<file path="src/design/smtc_pkg.sv">
// Package for the sequence-to-MIDI track converter: the sequencer phase type, the byte
// codes, the error codes and the burst word handed from the step logic to the serializer.
// It depends on nothing. Every other file in the design refers to it by scoped name.
package smtc_pkg;

  localparam int MaxRes = 7;

  typedef enum logic [2:0] {
    PH_DELTA       = 3'd0,
    PH_CODE        = 3'd1,
    PH_DATA1       = 3'd2,
    PH_DATA2       = 3'd3,
    PH_EOT_PENDING = 3'd4,
    PH_HALTED      = 3'd5
  } phase_t;

  typedef enum logic [2:0] {
    ERR_NONE      = 3'd0,
    ERR_CHANNEL   = 3'd1,
    ERR_NO_STATUS = 3'd2,
    ERR_TRUNCATED = 3'd3,
    ERR_DELTA_OVF = 3'd4
  } err_t;

  localparam logic [7:0] DeltaPrefix  = 8'hF8;
  localparam logic [7:0] DeltaStep    = 8'd240;
  localparam logic [7:0] SeqEnd       = 8'hFC;
  localparam logic [3:0] HiNoteOn     = 4'h9;
  localparam logic [3:0] HiNoteOff    = 4'h8;
  localparam logic [3:0] HiControl    = 4'hB;
  localparam logic [3:0] HiProgram    = 4'hC;
  localparam logic [3:0] HiPitch      = 4'hE;
  localparam logic [7:0] MetaEvent    = 8'hFF;
  localparam logic [7:0] MetaEndTrack = 8'h2F;

  // One event's worth of track bytes, loaded into the serializer as a whole.
  typedef struct packed {
    logic             load;
    logic [2:0]       cnt;
    logic [6:0][7:0]  bytes;
    err_t             err;
    logic             done;
  } burst_t;

endpackage

</file>
<file path="src/design/sequence_to_midi_track_converter_top.sv">
// Top level of the sequence-to-MIDI track converter: channel register, step logic and
// burst serializer. Depends on smtc_pkg, smtc_core and smtc_burst.
//
// Usage:
//   The slave stream carries one byte of the compact sequence per word (tdata) with
//   tlast marking the last byte of the stream. The master stream carries one Standard
//   MIDI File track byte per word; tlast marks the last word caused by one input word,
//   tuser[2:0] carries the error code (nonzero only on a lone error word, data 0) and
//   tuser[3] flags the final end-of-track byte.
//   cfg_we/cfg_data write the MIDI channel; write it only while the block is idle.
// Path: input register, then burst register, then the first track byte of the event.
// Throughput: with the serializer free and tready high, the block takes one input word
//   per cycle while each word causes at most one track byte; a word that causes more (up
//   to seven) drains them one per cycle, set by the single output port of the burst
//   serializer. The input register takes one more word while a burst drains on the master side.
// Reset: channel returns to 15, the sequencer expects a delta byte with no running
//   status, and both streams go empty.
// Stall: when the receiver holds tready low the burst holds, the input register fills,
//   and then tready on the slave side drops until the burst drains.
// After end of track or an error the block swallows further input without output.
module sequence_to_midi_track_converter_top (
  input  logic        clk,
  input  logic        rst,
  input  logic        cfg_we,
  input  logic [3:0]  cfg_data,
  input  logic        s_axis_tvalid,
  output logic        s_axis_tready,
  input  logic [7:0]  s_axis_tdata,   // [7:0] in_byte
  input  logic        s_axis_tlast,
  output logic        m_axis_tvalid,
  input  logic        m_axis_tready,
  output logic [7:0]  m_axis_tdata,   // [7:0] out_byte
  output logic        m_axis_tlast,
  output logic [3:0]  m_axis_tuser    // [2:0] error_code, [3] track_done
);

  logic [3:0]        channel;
  smtc_pkg::burst_t  burst;
  logic              burst_ready;

  // Hold the configured channel.
  always_ff @(posedge clk) begin
    if (rst) begin
      channel <= 4'd15;
    end else if (cfg_we) begin
      channel <= cfg_data;
    end
  end

  // Decode one byte per cycle, while the serializer accepts bursts, into a burst of track bytes.
  smtc_core u_core (
    .clk         (clk),
    .rst         (rst),
    .channel     (channel),
    .in_valid    (s_axis_tvalid),
    .in_ready    (s_axis_tready),
    .in_byte     (s_axis_tdata),
    .in_eos      (s_axis_tlast),
    .burst_ready (burst_ready),
    .burst       (burst)
  );

  // Drain the burst one word per cycle while the receiver is ready.
  smtc_burst u_burst (
    .clk           (clk),
    .rst           (rst),
    .burst         (burst),
    .burst_ready   (burst_ready),
    .m_axis_tvalid (m_axis_tvalid),
    .m_axis_tready (m_axis_tready),
    .m_axis_tdata  (m_axis_tdata),
    .m_axis_tlast  (m_axis_tlast),
    .m_axis_tuser  (m_axis_tuser)
  );

endmodule

</file>
<file path="src/design/smtc_core.sv">
// Step logic of the sequence-to-MIDI track converter: input word register, sequencer
// state and the single-pass decode that turns one stream byte into a burst of track bytes.
// Depends on smtc_pkg.
module smtc_core (
  input  logic              clk,
  input  logic              rst,
  input  logic [3:0]        channel,
  input  logic              in_valid,
  output logic              in_ready,
  input  logic [7:0]        in_byte,
  input  logic              in_eos,
  input  logic              burst_ready,
  output smtc_pkg::burst_t  burst
);

  logic                 in_vld;
  logic [7:0]           in_b;
  logic                 in_e;
  logic                 fire;

  smtc_pkg::phase_t     phase, phase_next;
  logic [27:0]          acc, acc_next;
  logic [7:0]           rs, rs_next;
  logic [7:0]           fdb, fdb_next;

  logic                 ph_delta, ph_code, ph_data1, ph_data2, ph_pend, core_ph;
  logic                 is_status, is_fc, is_f8, rs_is_c, run_code, finished;
  logic [7:0]           add;
  logic [28:0]          sum;
  logic                 e1, e2, e3, e4, any_err, use_delta, fits, eot, pend;
  smtc_pkg::err_t       err;
  logic [2:0]           dn, en, o1, o2;
  logic [3:0][6:0]      grp;
  logic [3:0][7:0]      db, ev, eb;
  logic [7:0]           st;

  assign fire     = in_vld && burst_ready;
  assign in_ready = !in_vld || fire;

  always_ff @(posedge clk) begin
    if (rst) begin
      in_vld <= 1'b0;
    end else if (in_ready) begin
      in_vld <= in_valid;
    end
    if (in_ready && in_valid) begin
      in_b <= in_byte;
      in_e <= in_eos;
    end
  end

  always_ff @(posedge clk) begin
    if (rst) begin
      phase <= smtc_pkg::PH_DELTA;
      acc   <= '0;
      rs    <= '0;
      fdb   <= '0;
    end else if (fire) begin
      phase <= phase_next;
      acc   <= acc_next;
      rs    <= rs_next;
      fdb   <= fdb_next;
    end
  end

  // Shared decode
  assign ph_delta = phase == smtc_pkg::PH_DELTA;
  assign ph_code  = phase == smtc_pkg::PH_CODE;
  assign ph_data1 = phase == smtc_pkg::PH_DATA1;
  assign ph_data2 = phase == smtc_pkg::PH_DATA2;
  assign ph_pend  = phase == smtc_pkg::PH_EOT_PENDING;
  assign core_ph  = ph_delta || ph_code || ph_data1 || ph_data2;

  assign is_status = (in_b[7:4] == smtc_pkg::HiNoteOn) || (in_b[7:4] == smtc_pkg::HiControl) ||
                     (in_b[7:4] == smtc_pkg::HiProgram) || (in_b[7:4] == smtc_pkg::HiPitch);
  assign is_fc     = in_b == smtc_pkg::SeqEnd;
  assign is_f8     = in_b == smtc_pkg::DeltaPrefix;
  assign rs_is_c   = rs[7:4] == smtc_pkg::HiProgram;

  assign add = is_f8 ? smtc_pkg::DeltaStep : in_b;
  assign sum = {1'b0, acc} + {21'b0, add};

  assign run_code = ph_code && !is_status && !is_fc && (rs != 8'd0);
  assign finished = ((run_code || ph_data1) && rs_is_c) || ph_data2;

  assign e4 = ph_delta && sum[28];
  assign e1 = ph_code && is_status && (in_b[3:0] != channel);
  assign e2 = ph_code && !is_status && !is_fc && (rs == 8'd0);
  assign e3 = core_ph && in_e && !finished && !(ph_code && is_fc) && !e4 && !e1 && !e2;

  always_comb begin
    if (e4) begin
      err = smtc_pkg::ERR_DELTA_OVF;
    end else if (e1) begin
      err = smtc_pkg::ERR_CHANNEL;
    end else if (e2) begin
      err = smtc_pkg::ERR_NO_STATUS;
    end else if (e3) begin
      err = smtc_pkg::ERR_TRUNCATED;
    end else begin
      err = smtc_pkg::ERR_NONE;
    end
  end
  assign any_err = err != smtc_pkg::ERR_NONE;

  // Variable-length delta: 7-bit groups, most significant first
  always_comb begin
    if (acc[27:21] != 7'd0) begin
      dn = 3'd4;
    end else if (acc[20:14] != 7'd0) begin
      dn = 3'd3;
    end else if (acc[13:7] != 7'd0) begin
      dn = 3'd2;
    end else begin
      dn = 3'd1;
    end
  end

  always_comb begin
    logic [2:0] gi;
    for (int j = 0; j < 4; j++) begin
      grp[j] = acc[7*j +: 7];
    end
    for (int j = 0; j < 4; j++) begin
      gi    = dn - 3'd1 - 3'(j);
      db[j] = {(3'(j) < (dn - 3'd1)), grp[gi[1:0]]};
    end
  end

  assign use_delta = (ph_code && is_status && !e1) || run_code;
  always_comb begin
    if (ph_data2) begin
      en = 3'd3;
    end else if ((run_code || ph_data1) && rs_is_c) begin
      en = 3'd2;
    end else begin
      en = 3'd0;
    end
  end
  assign o1   = use_delta ? dn : 3'd0;
  assign o2   = o1 + en;
  assign fits = o2 <= 3'd3;

  // Note-on with zero velocity goes out as note-off
  assign st = ((rs[7:4] == smtc_pkg::HiNoteOn) && (in_b == 8'd0)) ?
              {smtc_pkg::HiNoteOff, channel} : rs;
  assign ev[0] = ph_data2 ? st : rs;
  assign ev[1] = ph_data2 ? fdb : in_b;
  assign ev[2] = in_b;
  assign ev[3] = 8'd0;
  assign eb[0] = 8'd0;
  assign eb[1] = smtc_pkg::MetaEvent;
  assign eb[2] = smtc_pkg::MetaEndTrack;
  assign eb[3] = 8'd0;

  assign eot  = !any_err && ((ph_code && is_fc) || ph_pend || (in_e && finished && fits));
  assign pend = !any_err && in_e && finished && !fits;

  // Next state
  always_comb begin
    phase_next = phase;
    acc_next   = acc;
    rs_next    = rs;
    fdb_next   = fdb;
    unique case (phase)
      smtc_pkg::PH_DELTA: begin
        acc_next = sum[27:0];
        if (!is_f8) begin
          phase_next = smtc_pkg::PH_CODE;
        end
      end
      smtc_pkg::PH_CODE: begin
        if (is_status) begin
          rs_next    = in_b;
          acc_next   = '0;
          phase_next = smtc_pkg::PH_DATA1;
        end else if (!is_fc) begin
          acc_next   = '0;
          fdb_next   = in_b;
          phase_next = rs_is_c ? smtc_pkg::PH_DELTA : smtc_pkg::PH_DATA2;
        end
      end
      smtc_pkg::PH_DATA1: begin
        fdb_next   = in_b;
        phase_next = rs_is_c ? smtc_pkg::PH_DELTA : smtc_pkg::PH_DATA2;
      end
      smtc_pkg::PH_DATA2: begin
        phase_next = smtc_pkg::PH_DELTA;
      end
      smtc_pkg::PH_EOT_PENDING: begin
        phase_next = smtc_pkg::PH_HALTED;
      end
      default: begin
        phase_next = smtc_pkg::PH_HALTED;
      end
    endcase
    if (any_err || eot) begin
      phase_next = smtc_pkg::PH_HALTED;
    end else if (pend) begin
      phase_next = smtc_pkg::PH_EOT_PENDING;
    end
  end

  // Burst assembly: delta bytes, then event bytes, then end-of-track bytes; an error gives one zero byte
  always_comb begin
    logic [2:0] r1, r2;
    burst.err  = err;
    burst.done = eot;
    burst.cnt  = any_err ? 3'd1 : (o2 + (eot ? 3'd4 : 3'd0));
    burst.load = fire && (burst.cnt != 3'd0);
    for (int k = 0; k < smtc_pkg::MaxRes; k++) begin
      r1 = 3'(k) - o1;
      r2 = 3'(k) - o2;
      if (any_err) begin
        burst.bytes[k] = 8'd0;
      end else if (3'(k) < o1) begin
        burst.bytes[k] = db[k % 4];
      end else if (3'(k) < o2) begin
        burst.bytes[k] = ev[r1[1:0]];
      end else begin
        burst.bytes[k] = eb[r2[1:0]];
      end
    end
  end

  a_halted_silent: assert property (@(posedge clk) disable iff (rst)
    phase == smtc_pkg::PH_HALTED |-> !burst.load)
    else $error("halted sequencer produced a burst");

  a_error_halts: assert property (@(posedge clk) disable iff (rst)
    burst.load && burst.err != smtc_pkg::ERR_NONE |=> phase == smtc_pkg::PH_HALTED)
    else $error("error burst did not halt the sequencer");

endmodule

</file>
<file path="src/design/smtc_burst.sv">
// Burst serializer of the sequence-to-MIDI track converter: holds up to seven track bytes
// and presents them one word per cycle on the master stream while the receiver is ready.
// Depends on smtc_pkg.
module smtc_burst (
  input  logic              clk,
  input  logic              rst,
  input  smtc_pkg::burst_t  burst,
  output logic              burst_ready,
  output logic              m_axis_tvalid,
  input  logic              m_axis_tready,
  output logic [7:0]        m_axis_tdata,
  output logic              m_axis_tlast,
  output logic [3:0]        m_axis_tuser
);

  logic              busy;
  logic [2:0]        idx;
  logic [2:0]        cnt;
  logic [6:0][7:0]   bytes;
  smtc_pkg::err_t    err;
  logic              done;
  logic              last;
  logic              pop;

  assign last        = idx == (cnt - 3'd1);
  assign pop         = busy && m_axis_tready;
  assign burst_ready = !busy || (pop && last);

  always_ff @(posedge clk) begin
    if (rst) begin
      busy <= 1'b0;
      idx  <= '0;
    end else if (burst.load) begin
      busy <= 1'b1;
      idx  <= '0;
    end else if (pop) begin
      if (last) begin
        busy <= 1'b0;
      end else begin
        idx <= idx + 3'd1;
      end
    end
  end

  always_ff @(posedge clk) begin
    if (burst.load) begin
      cnt   <= burst.cnt;
      bytes <= burst.bytes;
      err   <= burst.err;
      done  <= burst.done;
    end
  end

  assign m_axis_tvalid = busy;
  assign m_axis_tdata  = bytes[idx];
  assign m_axis_tlast  = last;
  assign m_axis_tuser  = {done && last, err};

  a_cnt_nonzero: assert property (@(posedge clk) disable iff (rst)
    busy |-> cnt != 3'd0)
    else $error("serializer busy with an empty burst");

  a_err_single: assert property (@(posedge clk) disable iff (rst)
    busy && err != smtc_pkg::ERR_NONE |-> cnt == 3'd1 && !done)
    else $error("error burst longer than one word");

  a_load_when_free: assert property (@(posedge clk) disable iff (rst)
    busy && !(m_axis_tready && last) |-> !burst.load)
    else $error("burst loaded over undelivered words");

endmodule

</file>
<file path="config.mk">
export PLATFORM = sky130hd
export DESIGN_NAME = sequence_to_midi_track_converter_top
export DESIGN_NICKNAME = d
export VERILOG_FILES = /design/src/design/smtc_pkg.sv /design/src/design/sequence_to_midi_track_converter_top.sv /design/src/design/smtc_core.sv /design/src/design/smtc_burst.sv
export SDC_FILE = /design/constraint.sdc
export NUM_CORES = 1
export LEC_CHECK = 0
export BUFFER_PORTS_ARGS = -buffer_cell sky130_fd_sc_hd__buf_2
export CAP_MARGIN = 20
export CORE_MARGIN = 2
export CORE_UTILIZATION = 60
export CTS_BUF_LIST = sky130_fd_sc_hd__clkbuf_4 sky130_fd_sc_hd__clkbuf_8 sky130_fd_sc_hd__clkbuf_16
export DETAILED_ROUTE_END_ITERATION = 7
export HOLD_SLACK_MARGIN = 0.06
export PLACE_DENSITY = 0.87
export SYNTH_ARGS = -nofsm -noshare
export SYNTH_HDL_FRONTEND = slang
export SYNTH_SLANG_ARGS = --single-unit
</file>
<file path="constraint.sdc">
create_clock -name clk -period 16.7 [get_ports clk]
set_input_delay 0.835 -clock clk [delete_from_list [all_inputs] [get_ports clk]]
set_output_delay 0.835 -clock clk [all_outputs]
set_load 0.01 [all_outputs]
</file>
==> impl_results.md, run 1 <==
- Outcome: finished with violations
- Failing checks: DRC
- Met3 Wirelength: 3220 um
- Largest net degree at the start of global routing: between 50 and 60
- Rows: 44
- DRC: 7
- Root Driver: clkbuf_16
- Share of the synthesized area in the top cell type: 24.8%
- Initial antenna violation count: 0
- Vias per cell: 7.14
- Mapped Area: 0.00871 mm^2
- Drt total wl: 28000 um
- Hold depth: 2
- CTS max path bufs: 2
- Num ports: 33
- Cell Pwr Density: between 90 and 100 mW/mm^2
- Die X: 124 um
- Core area: 0.0144 mm^2
- Xor/xnor share of the synthesized area: 2.77%
- CTS Sinks: 128
- Setup violations, final: 0
- HPWL after detailed placement: ~20000 um
- Synthesis Warnings: 0
- Simple-gate area share of the yosys netlist: 19.0%
- Final ANT Viol Nets: 0
- CP endpoint kind: flip-flop
- Setup TNS: 0 ns
- Grt ovf: 0
- CTS tree: yes
- Post-synth top cells: 91 x a21oi_1, 87 x nor2_1, 81 x nand2_1
- Antenna diode count: 0
- Leakage dissipation: about 3.3 nW
- Main combinational cell family by area after synthesis: compound AO/OA/AOI/OAI gates
- Synth Flop Type: edfxtp_1
- RSZ-0062 raised after global routing: false
- Worst Hold Slack: between 0.4 and 0.5 ns
- Synth Area in Compound Gates: 24.4%
- Layout cells sized above 1: 11.8%
- Worst slew pin tran: ~1.1 ns
- CP Class: reg -> reg
- Peak supply drop: between 60 and 70 uV
- Layout area overhead: 8.85%
- Hold EP: u_core.fdb[0]
- Syn nets: 1018
- #FFs+latches synth: 128
- Worst hold start: u_core.fdb[0]
- R2R Setup Slk: 10.06 ns
- Post-CTS Resized: 0
- First-pass GRT wire length: ~44000 um
- Critical path launch point type: flip-flop
- Worst-Skew Late Latency: 0.44 ns
- Slew Limit Fails: 0
- Final #Nets: 994
- Most common cell in the synthesized netlist: a21oi_1
- DR pass1 iterations: 8
- Worst path required time: 16.81 ns
- Synth area leaders: edfxtp_1 25%, dfxtp_1 13%, a21oi_1 5.2%
- Placer Congestion: around 1.0
- Routed wire length on met2: 12000 um
- Met1 WL: 11400 um
- Maximum capacitance violations: 0
- Synth Area in Adders: 3.19%
- Crit Reg-Reg Endpoint: u_burst.bytes[9]
- Postcts setup bufs: 0
- Peak fanout along the critical path: 54
- Tot GR Track Use: 36.2%
- Wirelength per Cell: 24.3 um
- DIE AREA: approximately 0.015 mm^2
- Syn Inst Count: roughly 980
- Mean Syn Cell Area: ~8.9 um^2
- Max frequency: 0.151 GHz
- Hold-fix buffers, CTS: 0
- Skew final: 0.0118 ns
- Final min period: 6.64 ns
- HP Class: reg -> reg
- Period Utilization, post-route: 39.7%
- Post-synth EDFFs: 72
- Post-synthesis mux area share: approximately 7.7%
- WP data arrival: 6.75 ns
- Slew headroom: 23.2%
- Area of the multi-input gates: 0.00498 mm^2
- Fillers: 1175
- Sequential cell area: 0.00328 mm^2
- Drt first-iter violations: 1285
- FFs w/ async S/R, synth: 0%
- Synth unique cells: 89
- Cells on worst reg2reg path: 16
- Vias in the first global route: 7429
- H-tree levels: 4
- Via count: 8220
- CTS Buf Count: 17
- Fin. Hold Viols: 0
- Starting Density: 60.6%
- Worst r2r src: u_core.phase[0]
- Port buffer count: 32
- Die height: 124 um
- Synth area leader: edfxtp_1
- Sequential area share after synthesis: 37.7%
- Max layer used: met4
- Clk pin slew, worst setup/hold paths: ~0.060 ns
worst max-delay path, stage by stage, from the launching register on:
cell,delay (ns)
dfxtp_1,0.63
nor3b_1,0.42
nand3_1,0.44
o32ai_2,0.24
buf_4,0.37
nand2_1,0.25
inv_1,0.40
ha_1,0.22
inv_1,0.05
fa_1,0.90
inv_1,0.40
ha_1,0.37
o211ai_1,0.23
o21ai_0,0.16
mux2_4,0.34
o31a_2,0.48
buf_4,0.37
where the power goes:
part           total [mW]  internal (mW)  switching, mW
Clock               0.399          0.253          0.147
Combinational       0.132         0.0463         0.0859
Sequential          0.365          0.349         0.0156
Total               0.896          0.648          0.248
worst max path at each step:
stage	from	endpoint	slack, ns	cells after the start
floorplan	u_core.in_b[6]	u_burst.bytes[0]	10.89	18
global placement	u_core.phase[0]	u_burst.bytes[25]	10.54	16
detailed placement	u_core.phase[0]	u_burst.bytes[25]	10.38	16
CTS	u_core.phase[0]	u_burst.bytes[9]	10.31	16
global route	u_core.phase[0]	u_burst.bytes[18]	9.73	16
finish	u_core.phase[0]	u_burst.bytes[9]	10.06	16
layout by cell type, fill, tap and decap left out, types with 16 or more instances in the layout:
cell type	Yosys	final
a211oi_1	16	16
a21oi_1	91	91
a31oi_1	19	19
buf_2	19	32
clkbuf_16	0	17
dfxtp_1	56	56
edfxtp_1	72	72
ha_1	19	19
inv_1	25	25
mux2i_1	36	36
nand2_1	81	81
nand3_1	27	27
nor2_1	87	87
nor3_1	27	27
o21ai_0	43	43
xnor2_1	19	19
kinds of logic after synthesis:
| kind of cell | Yosys count |
|---|---|
| AND/OR/NAND/NOR | 328 |
| AO/OA/AOI/OAI | 309 |
| flip-flops | 128 |
| buffers and inverters | 112 |
| multiplexers | 55 |
| XOR/XNOR | 26 |
| adder cells (fa/ha/maj) | 21 |
cell type report:
| cell class | count | share of cell area (%) |
|---|---|---|
| multi-input combinational | 739 | 52.5 |
| sequential | 128 | 34.6 |
| clock buffer | 18 | 4.63 |
| timing repair buffer | 43 | 2.77 |
| tap | 184 | 2.43 |
| clock inverter | 14 | 2.01 |
| inverter | 26 | 1.03 |
flip-flops by register name, summed over array words and instances (netlist names), 3 cells and up:
register	flops
u_burst.err	3
channel	4
u_core.fdb	8
u_burst.cnt	3
u_core.acc	28
u_core.in_b	8
u_core.phase	3
u_core.rs	8
u_burst.bytes	56
u_burst.idx	3
routing by layer:
layer  vias to the layer above  global-route usage (%)
met5                         -                       0
met4                         0                    15.2
met3                       110                    8.63
met2                       553                    53.6
met1                      3868                    51.0
li1                       3689                       -
per-stage QoR:
| stage | power, mW | util (%) | std cells | setup WS (ns) | instance area [um^2] |
|---|---|---|---|---|---|
| after floorplan | 0.460 | - | 979 | 10.89 | 8710 |
| after CTS | 0.891 | 65.8 | 1151 | 10.31 | 9450 |
| after global placement | 0.495 | 61.4 | 1119 | 10.54 | 8820 |
| final | 0.896 | 66.0 | 1152 | 10.06 | 9480 |
| after detailed placement | 0.497 | 61.4 | 1119 | 10.38 | 8820 |
| after global routing | 0.923 | 66.0 | 1152 | 9.73 | 9480 |
Note: power is estimated with default switching activity, not from simulation.
==> run 2: changes to the inputs <==
==> constraint.sdc (replaced) <==
create_clock -name clk -period 6.25 [get_ports clk]
set_input_delay 0.3125 -clock clk [delete_from_list [all_inputs] [get_ports clk]]
set_output_delay 0.3125 -clock clk [all_outputs]
set_load 0.01 [all_outputs]
==> run 2 against run 1 <==
  * The run now ends clean
  * Clock skew decreased by 0.0033 ns
  * Critical path depth fell by 1
  * Final cell count up 1.3%
  * Clock-buffer cell count up 8
  * Sequential share of layout area down 0.20 points
  * Maximum frequency is 27% higher
  * Largest cell class unchanged
==> impl_results.md, run 2 (synthesis gave the netlist of run 1 again) <==
- RSZ-0062 raised after global routing: false (unchanged)
- Port buffer count: 32 (unchanged)
- Crit path top cell by count: inv_1 (unchanged)
- Cells on worst reg2reg path: 15 (was 16)
- Maximum capacitance violations: 0 (unchanged)
- Post-CTS Resized: 0 (unchanged)
- Root Driver: clkbuf_16 (unchanged)
- Worst path required time: 6.41 ns (was 16.81 ns)
- Worst hold start: s_axis_tdata[5] (was u_core.fdb[0])
- CP endpoint kind: flip-flop (unchanged)
- Sequential cell area: 0.00328 mm^2 (unchanged)
- Setup TNS: 0 ns (unchanged)
- DRC: 0 (was 7)
- Setup violations, final: 0 (unchanged)
- Clk pin slew, worst setup/hold paths: 0.06 ns (about the same)
- R2R Setup Slk: 1.02 ns (was 10.06 ns)
- Drt first-iter violations: 1169 (was 1285)
- Core area: 0.0144 mm^2 (unchanged)
- Initial antenna violation count: 0 (unchanged)
- Pre-CTS setup slack: 1.17 ns (was 10.38 ns)
- Critical path launch point type: flip-flop (unchanged)
- Most common cell after layout, fill and taps aside: a21oi_1 (unchanged)
- CTS Buf Count: 17 (unchanged)
- Layout cells sized above 1: 12.5% (was 11.8%)
- Final WS setup: 1.02 ns (was 10.06 ns)
- Drt total wl: 28100 um (was 28000 um)
- DIE AREA: 0.0155 mm^2 (unchanged)
- Worst path max stage delay: 0.65 ns (was 0.90 ns)
- Slowest CP cell: fa_1 (unchanged)
- CP Class: reg -> reg (unchanged)
- Max reg flops: 56 (unchanged)
- Die X: 124 um (unchanged)
- HP Class: in -> reg (was reg -> reg)
- Final ANT Viol Nets: 0 (unchanged)
- Crit Reg-Reg Endpoint: u_burst.bytes[1] (was u_burst.bytes[9])
- CTS Sinks: 128 (unchanged)
- Cell Pwr Density: 238 mW/mm^2 (was 94.5 mW/mm^2)
- Max frequency: 0.191 GHz (was 0.151 GHz)
- Worst r2r src: u_core.phase[0] (unchanged)
- Num ports: 33 (unchanged)
- WP data arrival: 5.38 ns (was 6.75 ns)
- First-pass GRT wire length: 43600 um (was 43500 um)
- Most frequent cells in the layout: 91 x a21oi_1, 87 x nor2_1, 81 x nand2_1 (unchanged)
- Slew Limit Fails: 0 (unchanged)
- Wirelength per Cell: 24.1 um (was 24.3 um)
- Hold-fix buffers, CTS: 5 (was 0)
- Fin. Hold Viols: 0 (unchanged)
- Hold EP: u_core.in_b[5] (was u_core.fdb[0])
- CTS max path bufs: 2 (unchanged)
- Period Utilization, post-route: 83.6% (was 39.7%)
- Hold depth: 1 (was 2)
- Final min period: 5.23 ns (was 6.64 ns)
- Biggest registers after layout: u_burst.bytes (56), u_core.acc (28) (unchanged)
- Placer Congestion: 1.03 (was 1.01)
- CP Buf/Inv Count: 4 (was 5)
- Crit-path cells: nor3b_1 > nand3_1 > o32ai_2 > nand2_1 > inv_1 > ha_1 > inv_1 > fa_1 > inv_1 > ha_1 > o211ai_1 > o21ai_0 > mux2_4 > o31a_2 > buf_12 (was nor3b_1 > nand3_1 > o32ai_2 > buf_4 > nand2_1 > inv_1 > ha_1 > inv_1 > fa_1 > inv_1 > ha_1 > o211ai_1 > o21ai_0 > mux2_4 > o31a_2 > buf_4)
- Peak fanout along the critical path: 54 (unchanged)
- H-tree levels: 4 (unchanged)
- Grt ovf: 0 (unchanged)
- Antenna diode count: 0 (unchanged)
- Die height: 124 um (unchanged)
- Vias in the first global route: 7510 (was 7429)
- Skew final: 0.00851 ns (was 0.0118 ns)
- Postcts setup bufs: 0 (unchanged)
- CP delay by family, top: adder cells (was buffers and inverters)
- Worst-Skew Late Latency: 0.43 ns (was 0.44 ns)
- Leakage dissipation: 3.40 nW (was 3.31 nW)
- Final #Nets: 1009 (was 994)
- Via count: 8262 (was 8220)
- Rows: 44 (unchanged)
- CTS tree: yes (unchanged)
- Worst slew pin tran: 1.14 ns (about the same)
- Peak supply drop: 175 uV (was 66.0 uV)
- Starting Density: 60.6% (unchanged)
- DR pass1 iterations: 7 (was 8)
- Layout area overhead: 9.47% (was 8.85%)
- HPWL after detailed placement: 20200 um (was 20400 um)
- Vias per cell: 7.08 (was 7.14)
- Tot GR Track Use: 36.4% (was 36.2%)
- Fillers: 1209 (was 1175)
- Area of the multi-input gates: 0.00498 mm^2 (unchanged)
- Outcome: completed (was finished with violations)
- Slew headroom: 23.5% (was 23.2%)
- Largest net degree at the start of global routing: 55 (unchanged)
- Largest register by flop count: u_burst.bytes (unchanged)
run 2: cell count changes in the layout (fill, tap and decap cells not counted), moves of 3 or more:
| cell | previous run | this run |
|---|---|---|
| clkinvlp_4 | 4 | 0 |
| clkinv_4 | 3 | 0 |
| clkbuf_4 | 0 | 6 |
| dlygate4sd3_1 | 0 | 5 |
| buf_4 | 10 | 18 |
| bufinv_16 | 4 | 0 |
run 2: how the worst max path moves through the flow:
stage | start | end | slack [ns] | cells after the start
after global placement | u_core.in_b[4] | u_burst.bytes[16] | 1.33 | 15
after global routing | u_core.phase[0] | u_burst.bytes[25] | 0.64 | 14
after detailed placement | u_core.phase[0] | u_burst.bytes[1] | 1.17 | 15
after floorplan | u_core.in_b[6] | u_burst.bytes[0] | 0.44 | 18
after CTS | u_core.phase[0] | u_burst.bytes[43] | 1.14 | 15
final | u_core.phase[0] | u_burst.bytes[1] | 1.02 | 15
run 2: routing by layer:
layer  up-vias  routed length [um]  GRT usage, %
met5         -                   0             0
met4         0                1280          15.9
met3       115                3150          8.98
met2       541               12200          54.0
met1      3883               11400          50.5
li1       3723                   -             -
run 2: power by group:
group / switching, mW / leakage (nW) / total, mW / internal [mW]
sequential: 0.0403 / 1.16 / 0.974 / 0.934
combinational: 0.231 / 1.96 / 0.356 / 0.126
clock: 0.363 / 0.288 / 0.938 / 0.575
total: 0.634 / 3.40 / 2.27 / 1.63
run 2: per-stage QoR:
stage | utilization [%] | hold slack [ns] | power [mW] | cell area (um^2) | cells
6_report | 66.4 | 0.0654 | 2.27 | 9540 | 1167
5_1_grt | 66.4 | 0.0602 | 2.34 | 9540 | 1167
4_1_cts | 66.2 | 0.0609 | 2.26 | 9510 | 1165
3_5_place_dp | 62.0 | 0.482 | 1.33 | 8900 | 1128
3_3_place_gp | 62.0 | 0.469 | 1.33 | 8900 | 1128
2_1_floorplan | - | 0.411 | 1.23 | 8710 | 979
run 2: final cells by class:
cell class | instances | share of cell area [%]
Inverter | 26 | 1.02
Clock buffer | 26 | 5.48
Sequential cell | 128 | 34.4
Clock inverter | 6 | 0.341
Tap cell | 184 | 2.41
Multi-Input combinational cell | 739 | 52.2
Timing Repair Buffer | 58 | 4.09
==> run 3: changes to the inputs <==
--- a/config.mk
+++ b/config.mk
@@ -8,11 +8,11 @@
 export BUFFER_PORTS_ARGS = -buffer_cell sky130_fd_sc_hd__buf_2
 export CAP_MARGIN = 20
 export CORE_MARGIN = 2
-export CORE_UTILIZATION = 60
+export CORE_UTILIZATION = 57
 export CTS_BUF_LIST = sky130_fd_sc_hd__clkbuf_4 sky130_fd_sc_hd__clkbuf_8 sky130_fd_sc_hd__clkbuf_16
 export DETAILED_ROUTE_END_ITERATION = 7
 export HOLD_SLACK_MARGIN = 0.06
-export PLACE_DENSITY = 0.87
+export PLACE_DENSITY = 0.86
 export SYNTH_ARGS = -nofsm -noshare
 export SYNTH_HDL_FRONTEND = slang
 export SYNTH_SLANG_ARGS = --single-unit
==> constraint.sdc (replaced) <==
create_clock -name clk -period 4.35 [get_ports clk]
set_input_delay 0.2175 -clock clk [delete_from_list [all_inputs] [get_ports clk]]
set_output_delay 0.2175 -clock clk [all_outputs]
set_load 0.01 [all_outputs]
==> run 3 against run 2 <==
  * Utilization fell by 0.35 points
  * Final cell count rose by 4.5%
  * Largest cell class unchanged
  * Routed wire length rose by 1.7%
  * Clock skew fell by 0.0018 ns
  * First-iteration DRC count rose by 14%
  * The run now ends with DRC left
  * Worst setup slack got worse by 0.76 ns
==> impl_results.md, run 3 (synthesis gave the netlist of run 1 again) <==
- Layout area overhead: 14.3% (was 9.47%)
- Final #Nets: 1057 (was 1009)
- CTS tree: yes (unchanged)
- Vias in the first global route: 8016 (was 7510)
- Placed Cells: 1172 (was 1128)
- Slew Limit Fails: 0 (unchanged)
- Slew headroom: 32.5% (was 23.5%)
- Combinational Power Share: 17.3% (was 15.7%)
- Vias per cell: 7.00 (was 7.08)
- DR pass1 iterations: 8 (was 7)
- Drt total wl: 28600 um (was 28100 um)
- Max reg flops: 56 (unchanged)
- CTS max path bufs: 2 (unchanged)
- Port buffer count: 32 (unchanged)
- Leakage dissipation: 3.59 nW (was 3.40 nW)
- Placer Congestion: 1.05 (was 1.03)
- Worst-Skew Late Latency: 0.43 ns (about the same)
- First-pass GRT wire length: 44000 um (was 43600 um)
- Peak fanout along the critical path: 31 (was 54)
- DP Area: 0.00926 mm^2 (was 0.00890 mm^2)
- Max frequency: 0.245 GHz (was 0.191 GHz)
- Antenna diode count: 0 (unchanged)
- WP data arrival: 4.22 ns (was 5.38 ns)
- Fillers: 1205 (was 1209)
- Final WS setup: 0.266 ns (was 1.02 ns)
- Worst path required time: 4.49 ns (was 6.41 ns)
- Final min period: 4.08 ns (was 5.23 ns)
- DIE AREA: 0.0163 mm^2 (was 0.0155 mm^2)
- Biggest registers after layout: u_burst.bytes (56), u_core.acc (28) (unchanged)
- Period Utilization, post-route: 93.9% (was 83.6%)
- Root Driver: clkbuf_16 (unchanged)
- Rows: 45 (was 44)
- HPWL after detailed placement: 20100 um (was 20200 um)
- Final std cells w/o fill: 1219 (was 1167)
- Sw power: 0.934 mW (was 0.634 mW)
- RSZ-0062 raised after global routing: false (unchanged)
- H-tree levels: 4 (unchanged)
- Via count: 8537 (was 8262)
- Postcts setup bufs: 0 (unchanged)
- Layout cells sized above 1: 16.6% (was 12.5%)
- CTS Sinks: 128 (unchanged)
- Worst Hold Slack: 0.119 ns (was 0.0654 ns)
- R2R Setup Slk: 0.27 ns (was 1.02 ns)
- Switching Share: 28.5% (was 28.0%)
- Clock share of power: 40.8% (was 41.3%)
- Internal: 2.35 mW (was 1.63 mW)
- Tot GR Track Use: 35.2% (was 36.4%)
- Final ANT Viol Nets: 0 (unchanged)
- Seq pwr share: 41.9% (was 42.9%)
- Outcome: finished with violations (was completed)
- Core area: 0.0151 mm^2 (was 0.0144 mm^2)
- CTS Buf Count: 17 (unchanged)
- Fin area: 0.00996 mm^2 (was 0.00954 mm^2)
- Maximum capacitance violations: 0 (unchanged)
- Starting Density: 57.7% (was 60.6%)
- CP Class: reg -> reg (unchanged)
- HP Class: in -> reg (unchanged)
- Critical path launch point type: flip-flop (unchanged)
- Drt first-iter violations: 1333 (was 1169)
- Num ports: 33 (unchanged)
- Cell Pwr Density: 329 mW/mm^2 (was 238 mW/mm^2)
- Die X: 128 um (was 124 um)
- Grt ovf: 0 (unchanged)
- Fin. Hold Viols: 0 (unchanged)
- Wirelength per Cell: 23.4 um (was 24.1 um)
- Worst hold start: cfg_we (was s_axis_tdata[5])
- Worst r2r src: u_core.in_b[1] (was u_core.phase[0])
- Crit path from: u_core.in_b[1] (was u_core.phase[0])
- Worst slew pin tran: 1.00 ns (was 1.14 ns)
- Design Power: 3.28 mW (was 2.27 mW)
- Die height: 128 um (was 124 um)
- Initial antenna violation count: 0 (unchanged)
- Most frequent cells in the layout: 91 x a21oi_1, 86 x nor2_1, 80 x nand2_1 (was 91 x a21oi_1, 87 x nor2_1, 81 x nand2_1)
- Largest register by flop count: u_burst.bytes (unchanged)
- DRC: 15 (was 0)
- Peak supply drop: 251 uV (was 175 uV)
- Skew final: 0.00672 ns (was 0.00851 ns)
- Setup TNS: 0 ns (unchanged)
- Failing checks: DRC
- Setup violations, final: 0 (unchanged)
- Fin util: 66.0% (was 66.4%)
- Largest net degree at the start of global routing: 64 (was 55)
- Pre-CTS setup slack: 0.214 ns (was 1.17 ns)
- Clk pin slew, worst setup/hold paths: 0.06 ns (about the same)
- CP endpoint kind: flip-flop (unchanged)
- Most common cell after layout, fill and taps aside: a21oi_1 (unchanged)
-- run 3: timing repair --
item / 4_1_cts / 5_1_grt
hold buffers: 14 / 0
endpoints found under the hold margin: 14 / 0
setup endpoints to repair: 0 / 63
resized for setup: 0 / 1
-- run 3: area by class of cell --
cell class	instances	area (um^2)	area share [%]
multi-input cells	740	5050	50.7
flip-flops and latches	128	3280	33.0
repair buffers	105	743	7.46
clock buffers	21	455	4.57
well taps	188	235	2.36
inverters	26	100	1.00
clock inverters	11	92.6	0.930
-- run 3: critical path, cell delays in order, from the launching register on --
cell and delay [ns]:
edfxtp_1 0.42, buf_4 0.20, or3_1 0.37, nor2_1 0.17, a21boi_0 0.13, ha_1 0.34, nor2_1 0.08, a2111oi_0 0.63
o2111ai_1 0.28, buf_4 0.23, and2_1 0.17, nand2_1 0.20, buf_4 0.39, nor3_1 0.18
-- run 3: power by group through the flow --
stage	registers (mW)	logic (mW)	clock network, mW
4_1_cts	1.37	0.544	1.34
2_1_floorplan	1.39	0.382	0
3_3_place_gp	1.40	0.521	0
6_report	1.37	0.567	1.34
5_1_grt	1.38	0.606	1.40
3_5_place_dp	1.40	0.532	0
-- run 3: metal layers --
layer / wire length [um] / part of all wire, % / global-route usage, %
met1: 11500 / 40 / 47.8
met2: 12600 / 44 / 54.3
met3: 3130 / 11 / 8.29
met4: 1270 / 4.5 / 14.4
met5: 0 / 0 / 0
-- run 3: final timing paths --
path | cells after the start | end
setup / recovery | 13 | u_burst.bytes[29]
hold / removal | 3 | channel[1]
setup reg to reg | 13 | u_burst.bytes[29]
hold reg to reg | 2 | u_core.fdb[0]
